## src/rtl/core/pfde_pkg.sv

```systemverilog
// shared constants for the page frame store draw engine
`default_nettype none
package pfde_pkg;
	localparam int Width = 133;
	localparam int Height = 64;
	localparam int StoreBytes = 1064;
	localparam int AW = 11;
	localparam logic [2:0] OP_CLEAR = 3'd0;
	localparam logic [2:0] OP_SET = 3'd1;
	localparam logic [2:0] OP_GET = 3'd2;
	localparam logic [2:0] OP_LINE = 3'd3;
	localparam logic [2:0] OP_OUTLINE = 3'd4;
	localparam logic [2:0] OP_FILL = 3'd5;
	localparam logic [2:0] OP_COLUMN = 3'd6;
	localparam logic [2:0] OP_READ = 3'd7;
endpackage
`default_nettype wire

```

## src/rtl/core/pfde_div.sv

```systemverilog
// restoring divider for line minor offsets, one quotient bit a cycle
`default_nettype none
module pfde_div
	import pfde_pkg::*;
(
	input  wire logic        clk,
	input  wire logic        arst_n,
	input  wire logic        go,
	input  wire logic [15:0] num,
	input  wire logic [7:0]  den,
	output logic             done,
	output logic [7:0]       quo
);
	logic [15:0] n_q;
	logic [7:0]  r_q;
	logic [4:0]  cnt_q;
	logic        run_q;
	logic [8:0]  trial;
	assign trial = {r_q, n_q[15]} - {1'b0, den};
	always_ff @(posedge clk or negedge arst_n) begin
		if (!arst_n) begin
			run_q <= 1'b0;
			cnt_q <= '0;
			done <= 1'b0;
		end else begin
			done <= 1'b0;
			if (go) begin
				run_q <= 1'b1;
				cnt_q <= 5'd16;
			end else if (run_q) begin
				cnt_q <= cnt_q - 5'd1;
				if (cnt_q == 5'd1) begin
					run_q <= 1'b0;
					done <= 1'b1;
				end
			end
		end
	end
	always_ff @(posedge clk) begin
		if (go) begin
			n_q <= num;
			r_q <= '0;
		end else if (run_q) begin
			if (!trial[8]) begin
				r_q <= trial[7:0];
				n_q <= {n_q[14:0], 1'b1};
			end else begin
				r_q <= {r_q[6:0], n_q[15]};
				n_q <= {n_q[14:0], 1'b0};
			end
		end
	end
	assign quo = n_q[7:0];
endmodule
`default_nettype wire

```

## config.mk

```make
export PLATFORM = sky130hd
export DESIGN_NAME = pfde_div
export DESIGN_NICKNAME = d
export VERILOG_FILES = /design/src/rtl/core/pfde_pkg.sv /design/src/rtl/core/pfde_div.sv
export SDC_FILE = /design/constraint.sdc
export NUM_CORES = 1
export LEC_CHECK = 0
export BUFFER_PORTS_ARGS = -buffer_cell sky130_fd_sc_hd__buf_2
export CAP_MARGIN = 20
export CORE_MARGIN = 5
export CORE_UTILIZATION = 59
export CTS_CLUSTER_SIZE = 8
export DETAILED_ROUTE_END_ITERATION = 6
export GPL_ROUTABILITY_DRIVEN = 0
export GPL_TIMING_DRIVEN = 0
export PLACE_DENSITY = 0.84
export SYNTH_ARGS = -nofsm -noshare
export SYNTH_HDL_FRONTEND = slang
export SYNTH_SLANG_ARGS = --single-unit
```

## constraint.sdc

```tcl
create_clock -name clk -period 3.5 [get_ports clk]
set_clock_uncertainty 0.15 [all_clocks]
set_input_delay 0.35 -clock clk [delete_from_list [all_inputs] [get_ports clk]]
set_output_delay 0.35 -clock clk [all_outputs]
set_load 0.01 [all_outputs]
```

==> results of run 1 <==
==> layer usage <==
metal | part of all wire, % | vias to the layer above | global-route usage (%) | wire (µm)
met5 | 0 | - | 0 | 0
met3 | 5.0 | 4 | 6.07 | 188
met4 | 0.50 | 0 | 4.57 | 19
met2 | 49 | 28 | 30.7 | 1840
met1 | 46 | 696 | 24.1 | 1730
li1 | - | 752 | - | -
==> worst paths after layout <==
kind | startpoint | end | slack [ps] | cells past startpoint
min reg2reg | r_q[6] | r_q[6] | 360 | 2
max in group asynchronous | arst_n | cnt_q[1] | 2810 | 2
min in group asynchronous | arst_n | cnt_q[3] | 230 | 2
max | n_q[15] | r_q[5] | 910 | 8
min | num[0] | n_q[0] | 150 | 3
max reg2reg | n_q[15] | r_q[5] | 910 | 8
==> power by group <==
group          internal (µW)  switching (µW)
clock                   75.3             116
combinational            273             320
sequential               480            64.2
total                    828             500
==> cell usage in the layout (no fill, tap or decap), types with 2 or more instances in the layout <==
cell type	instances
o311a_1	3
nand2b_1	4
a21o_1	2
nand3b_1	2
a211oi_1	4
clkbuf_1	4
nand2_1	12
buf_1	2
a21oi_1	5
nor3_1	4
dfrtp_1	7
nand3_1	5
o21ai_1	2
buf_4	9
a311oi_1	2
nand4_1	6
a2111oi_0	2
dfxtp_1	8
ha_1	10
edfxtp_1	16
nor2_1	16
or3_1	2
xnor2_1	5
o21ai_0	4
mux2_2	15
buf_2	35
clkbuf_4	5
o21a_1	2
inv_1	14
clkinv_1	2
==> flip-flops by register name, summed over array words and instances (netlist names) <==
name and cells:
n_q 16, done 1, r_q 8, run_q 1, cnt_q 5
==> repair_timing <==
action | in CTS | in global routing
setup buffers | 0 | 0
hold buffers | 1 | 0
gates resized for setup | 0 | 0
hold endpoints to repair | 7 | 0
==> cell type report <==
cell class / instances / area (µm²)
clock inverter: 2 / 8.76
timing repair buffer: 36 / 185
fill: 249 / 873
multi-input combinational: 124 / 931
clock buffer: 6 / 41.3
sequential: 31 / 816
inverter: 15 / 56.3
tap: 44 / 55.1
buffer: 14 / 86.3
==> cell families after synthesis <==
family                     Yosys count  synth area share, %
xor gates and xnor gates             6                 2.78
and+or+nand+nor                     56                 14.9
muxes                               16                 9.47
DFF                                 31                 43.2
adders and majority gates           11                 7.68
buffers and inverters               29                 7.55
AOI/OAI and AO/OA                   35                 14.4
==> worst register-to-register path: stages, from the launching register on <==
cell      delay (ps)
edfxtp_1         370
inv_1             50
ha_1             190
fa_1             380
nand2b_1         210
a211oi_4         340
o21ai_2          170
or3_1            380
a311oi_2         240
==> stage by stage <==
| step | cells | cell area, µm² | utilization, % | hold WS [ps] |
|---|---|---|---|---|
| final | 272 | 2180 | 71.4 | 150 |
| after global routing | 272 | 2180 | 71.4 | 132 |
| after CTS | 272 | 2180 | 71.4 | 141 |
| after detailed placement | 263 | 2120 | 69.4 | 40.3 |
| after global placement | 263 | 2120 | 69.4 | 41.5 |
| after floorplan | 184 | 1890 | - | -95.6 |
==> impl_metrics.csv, run 1 <==
group,metric,value,unit
timing,setup_viol,0,
worst_setup_path,crit_required,3590,ps
timing,clock.fmax,387,MHz
synth,syn_nets,222,
synth,synth_common_cells,"edfxtp_1, nor2_1, mux2_2",
power_and_ir_drop,power.density,609,mW/mm²
die,die_y,66.6,µm
min_path,hp-class,"in -> reg",
synth,syn_inst,184,
global_route,grt_pass1_vias,1440,
clock_network,cts_sinks,31,
timing,hold_viol,0,
placed_design,port_buffers,35,
worst_setup_path,path_buf_inv,1,
synth,synth_edf_count,16,
drt,drt-initial-drc-count,90,
synth,synth_top_cells_by_area,"edfxtp_1, dfrtp_1, mux2_2",
drt,wl_per_cell,13.9,µm
die,die_area,0.00443,mm²
synth,async_reset_ff_share,22.6,%
worst_setup_path,path_cells,"inv_1, ha_1, fa_1, nand2b_1, a211oi_4, o21ai_2, or3_1, a311oi_2",
power_and_ir_drop,peakVddDrop,361,µV
die,die_w,66.6,µm
placed_design,dp_hpwl,2.88,mm
clock_network,cts.htree.levels,2,
worst_setup_path,cp-start-kind,"flop",
finish,final_layout_size_suffix_gt1_share,30.7,%
clock_network,cts_root_buffer,"clkbuf_4",
timing,tightestPinTransition,628,ps
synth,yosys.area.top_type,"edfxtp_1",
worst_setup_path,arrival,2670,ps
global_route,grt_max_degree,17,
placed_design,place_ws,853,ps
die,core.rowCount,20,
clock_network,cts_buffer_depth,2,
synth,synth_area,0.00189,mm²
global_route,overflow,0,
synth,yosysWarnings,0,
drt,drc_errors,0,
worst_setup_path,crit_family,"compound AO/OA/AOI/OAI gates",
worst_setup_path,crit_type,"reg -> reg",
timing,slew_violations,0,
worst_setup_path,critPathCaptureType,"flop",
finish,area_growth,15.4,%
timing,post-route-period-util,73.9,%
synth,ys_seq_area_share,43.2,%
drt,ant_nets,0,
power_and_ir_drop,total_power,1330,µW
synth,synth_ff_type,"edfxtp_1",
global_route,grt_pass1_wl,6.33,mm
worst_setup_path,critPathSlowestCell,"fa_1",
die,start_util,61.9,%
drt,vias,1480,
power_and_ir_drop,leakagePower,0.000969,µW
clock_network,cts_made_buffers,5,
synth,ys_ff_latch,31,
drt,drt_wl_total,3.77,mm
finish,fin_nets,265,
timing,tns,0,ps
synth,yosysUniqueCellTypes,45,
global_route,grtUsageTotal,18.8,%
finish,diodes,0,
job,cap_violations,0,
clock_network,cts_tree,"done",
die,core,0.00305,mm²
clock_network,clk_latency,330,ps
synth,synth_top_area_share,25.4,%
worst_setup_path,cp_slowest_stage_delay,380,ps
timing,rsz0062_at_grt,"no",
die,num_io_pins,36,
drt,viasPerCell,5.44,
drt,first_pass_iters,4,
timing,slew_headroom,58.1,%
clock_network,clk_pin_slew_worst_paths,100,ps
timing,layout_setup_ws,913,ps
status,status,"completed",
timing,fin_crit,2590,ps
worst_setup_path,worstPathMaxFanout,7,
synth,syn_area_per_cell,10.3,µm²
global_route,antenna_found_initial,0,
(Power assumes the default switching activity.)
==> inputs of run 2 (changes only) <==
ABC_AREA = 1   (was unset)
CORE_UTILIZATION = 55   (was 59)
PLACE_DENSITY = 0.79   (was 0.84)
clock period = 2.5 ns   (was 3.5 ns; I/O delays follow)
==> run 2 against run 1 <==
Compared with the run above:
- setup slack got worse by 540 ps
- clock power rose by 37%
- via count rose by 9.9%
- cell area rose by 1.2%
- non-clock buffer count fell by 3
- first-iteration DRC count rose by 37%
- global-route usage fell by 1.3 points
- final cell count rose by 28%
- power rose by 44%
- sequential power rose by 36%
- critical path depth rose by 5
- fmax rose by 22%
- largest cell class unchanged
- highest routed layer unchanged
==> impl_metrics.csv, run 2 <==
group,metric,value,unit
finish,largest_reg_flops,16,
synth,syn_nets,296,
clock_network,post_cts_buffers,0,
finish,fin_nets,339,
synth,syn_area_per_cell,7.42,µm²
die,start_util,56.9,%
timing,slew_violations,0,
power_and_ir_drop,p_comb_share,47.6,%
min_path,hold_depth,3,
min_path,hp-class,"in -> reg",
timing,setup_viol,0,
clock_network,cts_root_buffer,"clkbuf_4",
clock_network,cts_resized,0,
finish,area_growth,15.3,%
worst_setup_path,worstPathMaxFanout,7,
drt,drc_errors,0,
finish,final_common_cell,"nand2_1",
timing,slew_headroom,54.9,%
clock_network,clk_pin_slew_worst_paths,100,ps
worst_setup_path,r2r_cells,13,
drt,first_pass_iters,4,
finish,nFillCells,327,
finish,design_area,0.00221,mm²
timing,fin_crit,2130,ps
timing,rsz0062_at_grt,"no",
drt,vias,1627,
power_and_ir_drop,p_switching,784,µW
synth,yosysWarnings,0,
timing,layout_setup_ws,372,ps
drt,ant_nets,0,
finish,fin_cells,348,
timing,tightestPinTransition,676,ps
die,die_area,0.00476,mm²
placed_design,dp_hpwl,2.80,mm
die,num_io_pins,36,
min_path,holdPathEnd,"n_q[6]",
drt,drt-initial-drc-count,123,
global_route,overflow,0,
synth,syn_inst,258,
timing,tns,0,ps
synth,synth_top_area_share,25.1,%
synth,synth_area,0.00191,mm²
drt,viasPerCell,4.68,
worst_setup_path,path_cells,"inv_1, ha_1, fa_1, inv_1, nand2_1, nand2_1, nand3_2, nand2_2, nand2_2, nand2_2, nand2_1, nand3_1, nand2_1",
die,core,0.00336,mm²
worst_setup_path,critPathSlowestCell,"fa_1",
job,cap_violations,0,
timing,clock.fmax,470,MHz
synth,synth_common_cells,"nand2_1, inv_1, edfxtp_1",
worst_setup_path,crit_family,"simple AND/OR/NAND/NOR gates",
die,core.rowCount,21,
placed_design,port_buffers,35,
clock_network,clk_latency,320,ps
power_and_ir_drop,p_int,1130,µW
clock_network,cts_sinks,31,
placed_design,place_inst,339,
power_and_ir_drop,clockPowerShare,13.6,%
placed_design,placed_area,0.00215,mm²
placed_design,place_ws,382,ps
worst_setup_path,cp_slowest_stage_delay,400,ps
power_and_ir_drop,p_sw_share,41.0,%
synth,ys_ff_latch,31,
clock_network,cts_made_buffers,5,
global_route,grt_pass1_wl,6.18,mm
worst_setup_path,path_buf_inv,2,
min_path,min_from,"num[6]",
power_and_ir_drop,leakagePower,0.00126,µW
status,status,"completed",
worst_setup_path,cp-start-kind,"flop",
synth,async_reset_ff_share,22.6,%
finish,max_flop_register,"n_q",
clock_network,cts_buffer_depth,2,
clock_network,cts_tree,"done",
clock_network,cts.htree.levels,2,
worst_setup_path,arrival,2200,ps
synth,synth_edf_count,16,
die,die_y,69.0,µm
power_and_ir_drop,seq_power_share,38.8,%
synth,yosysUniqueCellTypes,27,
worst_setup_path,rr_endpoint,"r_q[3]",
synth,synth_top_cells_by_area,"edfxtp_1, nand2_1, dfrtp_1",
synth,synth_ff_type,"edfxtp_1",
global_route,grtUsageTotal,17.5,%
timing,post-route-period-util,85.1,%
clock_network,hold_buffers,1,
worst_setup_path,crit_type,"reg -> reg",
worst_setup_path,r2r-start,"n_q[15]",
global_route,grt_pass1_vias,1464,
worst_setup_path,r2r_setup_slack,370,ps
global_route,antenna_found_initial,0,
finish,diodes,0,
worst_setup_path,crit_required,2570,ps
finish,final_cell_mix,"nand2_1, inv_1, buf_2",
synth,ys_seq_area_share,42.6,%
drt,wl_per_cell,10.4,µm
die,die_w,69.0,µm
global_route,grt_max_degree,19,
synth,yosys.area.top_type,"edfxtp_1",
timing,hold_viol,0,
worst_setup_path,critPathCaptureType,"flop",
power_and_ir_drop,power.density,867,mW/mm²
power_and_ir_drop,peakVddDrop,438,µV
finish,final_layout_size_suffix_gt1_share,20.9,%
synth,synth_most_common_cell,"nand2_1",
worst_setup_path,path_common_cell,"nand2_1",
drt,drt_wl_total,3.62,mm
finish,reg_top3,"n_q (16), r_q (8), cnt_q (5)",
run 2: cell types whose count changed in the layout (fill, tap and decap cells not counted), moves of 8 or more:
cell	before	now
nand2_1	12	110
inv_1	14	43
mux2_2	15	0
nand3_1	5	15
nor2_1	16	8
run 2: cells by family after synthesis:
kind of cell | Yosys count | share of synthesized area, %
and+or+nand+nor | 147 | 32.2
xor gates and xnor gates | 3 | 1.37
DFF | 31 | 42.6
adders and majority gates | 11 | 7.59
AOI/OAI and AO/OA | 11 | 3.40
buffers and inverters | 55 | 12.8
run 2: tightest hold or removal path, cell delays in order:
cell and delay [ps]:
buf_2 70, nand2_1 40, nand2_1 50
run 2: how the worst max path moves through the flow:
stage	from	end	slack [ps]	cells past startpoint
floorplan	n_q[15]	n_q[0]	580	11
global placement	n_q[15]	n_q[0]	400	11
detailed placement	n_q[15]	n_q[0]	380	11
CTS	n_q[15]	r_q[5]	380	13
global route	n_q[15]	r_q[5]	230	13
finish	n_q[15]	r_q[3]	370	13
run 2: final cells by class:
cell class	count	area (µm²)	share of cell area, %
buffer	11	78.8	3.57
clock buffer	6	41.3	1.87
clock inverter	2	8.76	0.397
inverter	44	165	7.49
multi-input combinational	172	853	38.7
sequential	31	816	37.0
tap	46	57.6	2.61
timing repair buffer	36	185	8.39
run 2: metal layers:
layer | global-route usage [%] | up-vias | routed length [µm]
met5 | 0 | - | 0
met4 | 3.89 | 0 | 31
met3 | 5.67 | 4 | 166
met2 | 27.7 | 24 | 1660
met1 | 23.4 | 726 | 1760
li1 | - | 873 | -
run 2: stage by stage:
stage	total power, µW	hold WS, ps	utilization (%)
2_1_floorplan	1460	-196	-
3_3_place_gp	1630	-58.9	63.8
3_5_place_dp	1660	-56.1	63.8
4_1_cts	1930	37.9	65.6
5_1_grt	2120	19.1	65.6
6_report	1910	41.3	65.6
run 2: power by group through the flow:
stage / logic, µW / clock network (µW) / registers (µW)
2_1_floorplan: 733 / 0 / 725
3_3_place_gp: 880 / 0 / 748
3_5_place_dp: 910 / 0 / 752
4_1_cts: 915 / 271 / 742
5_1_grt: 1070 / 300 / 758
6_report: 910 / 261 / 742
